## src/hw/rtl/mwl_pkg.sv

```systemverilog
package mwl_pkg;

  localparam int PHASE_BITS      = 24;
  localparam int SINE_INDEX_BITS = 10;
  localparam int QUARTER         = 1 << (SINE_INDEX_BITS - 2);
  localparam int INC_LSB         = 48 - PHASE_BITS;
  localparam int RATE_W          = 24;
  localparam int HZ_W            = 32;
  localparam int OFFSET_W        = 24;
  localparam int SAMPLE_W        = 16;

  localparam logic [HZ_W-1:0] HZ_TO_STEP_RST = 32'd22906492;
  localparam longint unsigned HALF_PI_Q30    = 64'd1686629713;

  // floor(n / d) == (n * ceil(2^74 / d)) >> 74 for any 64-bit n and d below 1024
  localparam int          RECIP_SH  = 74;
  localparam logic [79:0] RECIP_ONE = 80'd1 << RECIP_SH;
  localparam logic [79:0] TAYLOR_RECIP [12] = '{
    (RECIP_ONE + 80'd5) / 80'd6,
    (RECIP_ONE + 80'd19) / 80'd20,
    (RECIP_ONE + 80'd41) / 80'd42,
    (RECIP_ONE + 80'd71) / 80'd72,
    (RECIP_ONE + 80'd109) / 80'd110,
    (RECIP_ONE + 80'd155) / 80'd156,
    (RECIP_ONE + 80'd209) / 80'd210,
    (RECIP_ONE + 80'd271) / 80'd272,
    (RECIP_ONE + 80'd341) / 80'd342,
    (RECIP_ONE + 80'd419) / 80'd420,
    (RECIP_ONE + 80'd505) / 80'd506,
    (RECIP_ONE + 80'd599) / 80'd600
  };

  typedef enum logic [2:0] {
    WAVE_SINE     = 3'd0,
    WAVE_TRIANGLE = 3'd1,
    WAVE_SQUARE   = 3'd2,
    WAVE_SAW_UP   = 3'd3,
    WAVE_SAW_DOWN = 3'd4,
    WAVE_SMOOTH   = 3'd5,
    WAVE_HOLD     = 3'd6
  } wave_t;

  typedef struct packed {
    logic signed [SAMPLE_W-1:0] rnd_from;
    logic signed [SAMPLE_W-1:0] rnd_to;
    logic signed [SAMPLE_W-1:0] held;
  } rnd_state_t;

  typedef logic [QUARTER:0][14:0] sine_tbl_t;

  function automatic longint unsigned recip_div(input longint unsigned n,
                                                input logic [79:0] m);
    logic [143:0] wide;
    wide = 144'(n) * 144'(m);
    return wide[RECIP_SH +: 64];
  endfunction

  // Q30 Taylor series, evaluated at elaboration only
  function automatic logic [14:0] sin_q14(input longint unsigned x);
    longint unsigned x2;
    longint unsigned term;
    longint          sum;
    x2   = (x * x) >> 30;
    term = x;
    sum  = longint'(x);
    for (int n = 1; n <= 12; n++) begin
      term = recip_div((term * x2) >> 30, TAYLOR_RECIP[n - 1]);
      if (n[0]) begin
        sum = sum - longint'(term);
      end else begin
        sum = sum + longint'(term);
      end
    end
    if (sum < 0) begin
      sum = 0;
    end
    sum = (sum + 32768) >>> 16;
    if (sum > 16384) begin
      sum = 16384;
    end
    return sum[14:0];
  endfunction

  function automatic sine_tbl_t sine_build();
    sine_tbl_t       tbl;
    longint unsigned x;
    for (int k = 0; k <= QUARTER; k++) begin
      x      = (longint'(k) * HALF_PI_Q30 + (QUARTER >> 1)) >> (SINE_INDEX_BITS - 2);
      tbl[k] = sin_q14(x);
    end
    return tbl;
  endfunction

  localparam sine_tbl_t SINE_TBL = sine_build();

endpackage

```

## src/hw/rtl/mwl_osc_state.sv

```systemverilog
module mwl_osc_state
  import mwl_pkg::*;
(
  input  logic                  clk,
  input  logic                  rst_n,
  input  logic                  step,
  input  logic [OFFSET_W-1:0]   offset,
  input  logic [PHASE_BITS-1:0] inc,
  output logic [PHASE_BITS-1:0] rd_phase,
  output logic                  wrap,
  output rnd_state_t            rnd
);

  logic [PHASE_BITS-1:0] phase_r;
  logic [PHASE_BITS-1:0] phase_nxt;
  logic [31:0]           rng_r;
  logic [31:0]           rng_a;
  logic [31:0]           rng_b;
  rnd_state_t            rnd_r;
  logic [OFFSET_W+31:0]  off_ext;

  function automatic logic [31:0] xs32(input logic [31:0] v);
    logic [31:0] t;
    t = v ^ (v << 13);
    t = t ^ (t >> 17);
    t = t ^ (t << 5);
    return t;
  endfunction

  function automatic logic signed [SAMPLE_W-1:0] to_rnd(input logic [31:0] v);
    return $signed({1'b0, v[15:1]}) - 16'sd16384;
  endfunction

  always_comb begin
    off_ext              = {offset, 32'd0};
    rd_phase             = phase_r + off_ext[OFFSET_W+31 -: PHASE_BITS];
    {wrap, phase_nxt}    = {1'b0, phase_r} + {1'b0, inc};
    rng_a                = xs32(rng_r);
    rng_b                = xs32(rng_a);
    rnd                  = rnd_r;
  end

  always_ff @(posedge clk) begin
    if (!rst_n) begin
      phase_r <= '0;
      rng_r   <= 32'd1;
      rnd_r   <= '0;
    end else if (step) begin
      phase_r <= phase_nxt;
      if (wrap) begin
        rng_r          <= rng_b;
        rnd_r.rnd_from <= rnd_r.rnd_to;
        rnd_r.rnd_to   <= to_rnd(rng_a);
        rnd_r.held     <= to_rnd(rng_b);
      end
    end
  end

  a_rng_nonzero: assert property (@(posedge clk) disable iff (!rst_n) rng_r != '0)
    else $error("random word reached zero");
  a_phase_hold: assert property (@(posedge clk) disable iff (!rst_n)
    !step |=> $stable(phase_r))
    else $error("phase moved without an item");
  a_rng_on_wrap: assert property (@(posedge clk) disable iff (!rst_n)
    (step && !wrap) |=> $stable(rng_r))
    else $error("random word moved without a wrap");

endmodule

```

## config.mk

```make
export PLATFORM = sky130hd
export DESIGN_NAME = mwl_osc_state
export DESIGN_NICKNAME = d
export VERILOG_FILES = /design/src/hw/rtl/mwl_pkg.sv /design/src/hw/rtl/mwl_osc_state.sv
export SDC_FILE = /design/constraint.sdc
export NUM_CORES = 1
export LEC_CHECK = 0
export ABC_AREA = 1
export BUFFER_PORTS_ARGS = -buffer_cell sky130_fd_sc_hd__buf_2
export CAP_MARGIN = 10
export CORE_MARGIN = 3
export CORE_UTILIZATION = 40
export CTS_CLUSTER_SIZE = 12
export DETAILED_ROUTE_END_ITERATION = 10
export SYNTH_ARGS = -nofsm -noshare
export SYNTH_HDL_FRONTEND = slang
export SYNTH_SLANG_ARGS = --single-unit
export TNS_END_PERCENT = 30
```

## constraint.sdc

```tcl
create_clock -name clk -period 2.5 [get_ports clk]
set_clock_uncertainty 0.15 [all_clocks]
set_input_delay 0.375 -clock clk [delete_from_list [all_inputs] [get_ports clk]]
set_output_delay 0.375 -clock clk [all_outputs]
set_load 0.1 [all_outputs]
```

# Word-level counts from Yosys, hierarchy flattened
# Cells that the tools add are included.
totals:
  regBits: 104
  latch_bits: 0
  wordCells: 16
  out_inout_bits: 73
  memories: 0
  romBits: 0
  ramBits: 0
classes:
  n_shift: 0
  n_addsub: 4
  n_reduce_logical: 1
  n_div: 0
  n_mul: 0
  muxes: 0
  bitwise_logic: 6
  n_lt_le_gt_ge: 0
  eq_ne: 0
ops:
  columns: ["op", "count"]
  rows:
  - ["bitwise XOR 32 bit", 4]
  - ["bitwise XOR 32 x 15 -> 32 bit", 2]
  - ["subtractor 15 x 15 -> 16 bit (second input constant)", 2]
  - ["adder 24 x 24 -> 25 bit", 1]
  - ["adder 24 bit", 1]
  - ["AND reduction 2 bit", 1]

# Depth between registers and ports, before layout
logic_depth:
  ltp_word: 7
  ltp_mapped: 16

# Worst setup path after synthesis
# OpenSTA, ideal clock, no wires.
synth_timing:
  path_kind: "input -> output"
  start: "in offset[0]"
  end: "out rd_phase[10]"
  n_path_buf: 0
  arrival_time_ps: 3103
  t_required_ps: 1975
  slack_ps: -1128
  cell_stages: 9
  cell_sequence: "ha_1 -> fa_1 -> nand2_1 -> nand2_1 -> o21ai_1 -> o21a_1 -> o21ai_0 -> a31oi_1 -> xnor2_1"
synth_via:
  elab_chain_cells: 1
synth_rtl:
  columns: ["element", "line", "source"]
  rows:
  - ["from (decl)", "mwl_osc_state.sv:7", "input logic [OFFSET_W-1:0] offset,"]
  - ["adder 24 bit", "mwl_osc_state.sv:36", "rd_phase = phase_r + off_ext[OFFSET_W+31 -: PHASE_BITS];"]
  - ["to (decl)", "mwl_osc_state.sv:9", "output logic [PHASE_BITS-1:0] rd_phase,"]
# Every way passes these cells.

# Worst setup path after layout
layout_timing:
  start: "reg phase_r[0]"
  end: "out rd_phase[20]"
layout_via:
  elab_chain_cells: 1
layout_rtl:
  columns: ["element", "line", "source"]
  rows:
  - ["from (decl)", "mwl_osc_state.sv:14", "logic [PHASE_BITS-1:0] phase_r;"]
  - ["from (signal assigned)", "mwl_osc_state.sv:49", "phase_r <= phase_nxt;"]
  - ["adder 24 bit", "mwl_osc_state.sv:36", null]
# Every way passes these cells.

==> flow_metrics.py <==
metrics = {
    "layout": {
        "drive_above_1_share_pct": 29.65,
        "utilization_pct": 59.13,
        "n_antenna_cell": 0,
        "area_delta_synth_final_pct": 44.59,
        "area.sequential_mm2": 0.001767,
        "n_fill_cell": 1933,
        "layout.cells.non_filler": 1847,
        "multi_input_area_mm2": 0.006664,
        "nets": 1677,
    },
    "placed_design": {
        "portBuffers": 123,
        "dpl.cell_count": 1818,
        "place_congestion": 0.9452,
        "dpl.hpwl_mm": 20.97,
    },
    "worst_setup_path": {
        "cp_data_arrival_time_ns": 2.30,
        "critPathLaunch": "phase_r[0]",
        "crit_path_max_fanout": 3,
        "startpoint_type": "register",
        "crit_path_end_kind": "output pin",
        "critical_path_required_ns": 1.98,
        "worstReg2RegStart": "phase_r[0]",
        "critical_path_class": "register to output pin",
    },
    "cts": {
        "root_buffer": "clkbuf_16",
        "cts_tree": "built",
        "cts_inserted_buffers": 9,
        "clock_latency_ns": 0.36,
        "path_clk_slew_ns": 0.07,
        "clockBufferDepth": 2,
        "htreeDepth": 3,
        "cts.sinks": 87,
        "hold_buffers": 0,
    },
    "sta": {
        "grt_setup_unrepaired": "true",
        "fin_crit_sh_pct": 113.0,
        "fmax_mhz": 354.0,
        "fin_setup_tns_ns": -4.125,
        "fin_crit_ns": 2.825,
        "finalSetupViolations": 19,
        "worst_pin_slew_ns": 0.5680,
        "drv_slew": 0,
        "hold_violations": 0,
        "slew_headroom_pct": 62.09,
        "fin_ws_ns": -0.3251,
    },
    "drt": {
        "wl_mm": 26.57,
        "vias": 9258,
        "final_antenna_net_count": 0,
        "wl_per_cell_um": 14.38,
        "drtIter0Drc": 725,
        "drc": 0,
        "vias_per_cell": 5.012,
        "drt_pre_antenna_iters": 5,
    },
    "global_route": {
        "grt.overflow.total": 0,
        "gr-usage-met1_pct": 36.60,
        "grt_pass1_wl_mm": 41.47,
        "grtUsageTotal_pct": 23.38,
        "grt_pass1_vias": 8166,
        "top_usage_layer": "met1",
        "use_met3_pct": 3.464,
        "grt_antenna_before_repair": 0,
        "grt_start_max_net_pins": 44,
        "met2_usage_pct": 34.25,
    },
    "synthesis": {
        "ys_ff_latch": 87,
        "post_synth_most_frequent_cells": "nand2_1 (465), nor2_1 (153), nand3_1 (137)",
        "synth_xor_area_share_pct": 5.029,
        "synth.top_cell.area_share_pct": 21.79,
        "synth_fp_nets": 1472,
        "muxShareOfSynthArea_pct": 0,
        "synthSimpleGateAreaFrac_pct": 41.25,
        "synth_compound_area_share_pct": 13.70,
        "netlist_instances": 1372,
        "synth-edff-count": 0,
        "synth_area_per_cell_um2": 5.839,
        "synthTopCellsByArea": "nand2_1 (22%), dfxtp_1 (22%), nand3_1 (8.6%)",
        "async_flop_share_pct": 0,
        "yosysSeqAreaShare_pct": 21.74,
        "synth_adder_area_share_pct": 7.840,
        "yosys_most_used_dff": "dfxtp_1",
        "yosysMostFrequentCell": "nand2_1",
        "synth_top_family_by_area": "simple AND/OR/NAND/NOR gates",
        "synth_top_cell_by_area": "nand2_1",
        "netlist_area_mm2": 0.008011,
        "yosysWarnings": 0,
        "synth_cell_types": 40,
    },
    "die": {
        "initial_core_util_pct": 40.90,
        "num_rows": 51,
        "pin_count": 124,
        "core_mm2": 0.01959,
        "dieHeight_um": 147.5,
        "die_width_um": 147.5,
        "die_area_mm2": 0.02176,
    },
    "power": {
        "p_int_uw": 4638,
        "p_sw_share_pct": 54.63,
        "p_leak_uw": 0.005878,
        "p_total_uw": 10220,
        "clockPowerShare_pct": 13.6,
        "seqPwrFrac_pct": 16.7,
        "p_comb_share_pct": 69.7,
        "p_per_area_mw_per_mm2": 882.7,
        "vdd.ir_drop.worst_mv": 0.6539,
        "p_switching_uw": 5586,
    },
    "status": {
        "status": "finished, violations left",
        "violations": "setup timing",
    },
    "hold_path": {
        "min_from": "inc[0]",
        "min_path_type": "primary input to register",
    },
    "flow_run": {
        "max_cap_viol_count": 0,
    },
}
## state kept, by name, summed over array words and instances, names as in the netlist
| signal | count |
|---|---|
| phase_r | 24 |
| rng_r | 32 |
| rnd | 31 |
## worst max-delay path, cell delays in order, from the launching register on
cell      delay [ns]
dfxtp_2         0.33
ha_4            0.15
fa_2            0.33
nand2_1         0.06
nand2_1         0.05
o21ai_2         0.09
o211ai_1        0.12
buf_4           0.17
nand4_1         0.09
nand3_2         0.12
xor2_4          0.21
buf_12          0.19
## timing repair
item	in CTS	in global routing
pin swaps	22	39
buffers inserted	3	9
gates cloned	0	2
gates resized for setup	43	129
setup endpoints to repair	19	84
## power groups by stage
| stage | Sequential [µW] | Clock [µW] | Combinational [µW] |
|---|---|---|---|
| after floorplan | 2030 | 0 | 4520 |
| after global placement | 1720 | 0 | 6650 |
| after detailed placement | 1720 | 0 | 6700 |
| after CTS | 1690 | 1430 | 6820 |
| after global routing | 1730 | 1480 | 7740 |
| final | 1710 | 1390 | 7130 |
## path summary, 6_finish.rpt
check / to / slack, ns / depth (start not counted)
worst max register to register: rnd[14] / 0.02 / 17
worst max-delay path: rd_phase[20] / -0.33 / 11
worst min-delay path: phase_r[0] / 0.23 / 4
worst min register to register: rnd[39] / 0.33 / 2
## kinds of logic (layout without fill, tap and decap cells)
family	Yosys count	count (layout)
xor gates and xnor gates	46	46
and+or+nand+nor	799	799
AOI/OAI and AO/OA	201	201
adders and majority gates	49	49
DFF	87	87
buffers and inverters	190	400
## placed cells by master (no fill, tap or decap), types with 16 or more instances in the layout
cell type    n
nand3_1    127
nand2_1    445
xor2_1      18
buf_2       99
buf_4      102
inv_1      129
o21ai_0     49
ha_1        23
nor2_2      16
buf_12      28
nand2_2     39
nor2_1     131
a21oi_1     65
dfxtp_1     71
ha_4        24
o21ai_2     19
## through the flow
step	area (µm²)	setup WS, ns	hold WS, ns
2_1_floorplan	8646	-0.4415	0.3200
3_3_place_gp	10460	-0.3429	0.3059
3_5_place_dp	10460	-0.3437	0.3146
4_1_cts	10960	-0.3371	0.2379
5_1_grt	11580	-0.4798	0.2556
6_report	11580	-0.3251	0.2340
## layer usage
metal  share of wire (%)  wire [µm]
met2                  42      11260
met1                  50      13230
met5                   0          0
met3                 7.2       1902
met4                0.65        173
## area by class of cell
type                    count  area share, %
well taps                 265          2.862
inverters                 145          4.828
flip-flops and latches     87          15.25
repair buffers            239          16.94
clock buffers               9          1.944
multi-input cells        1095          57.53
clock inverters             7         0.6481
No activity file was read; power rests on OpenSTA's default activity.
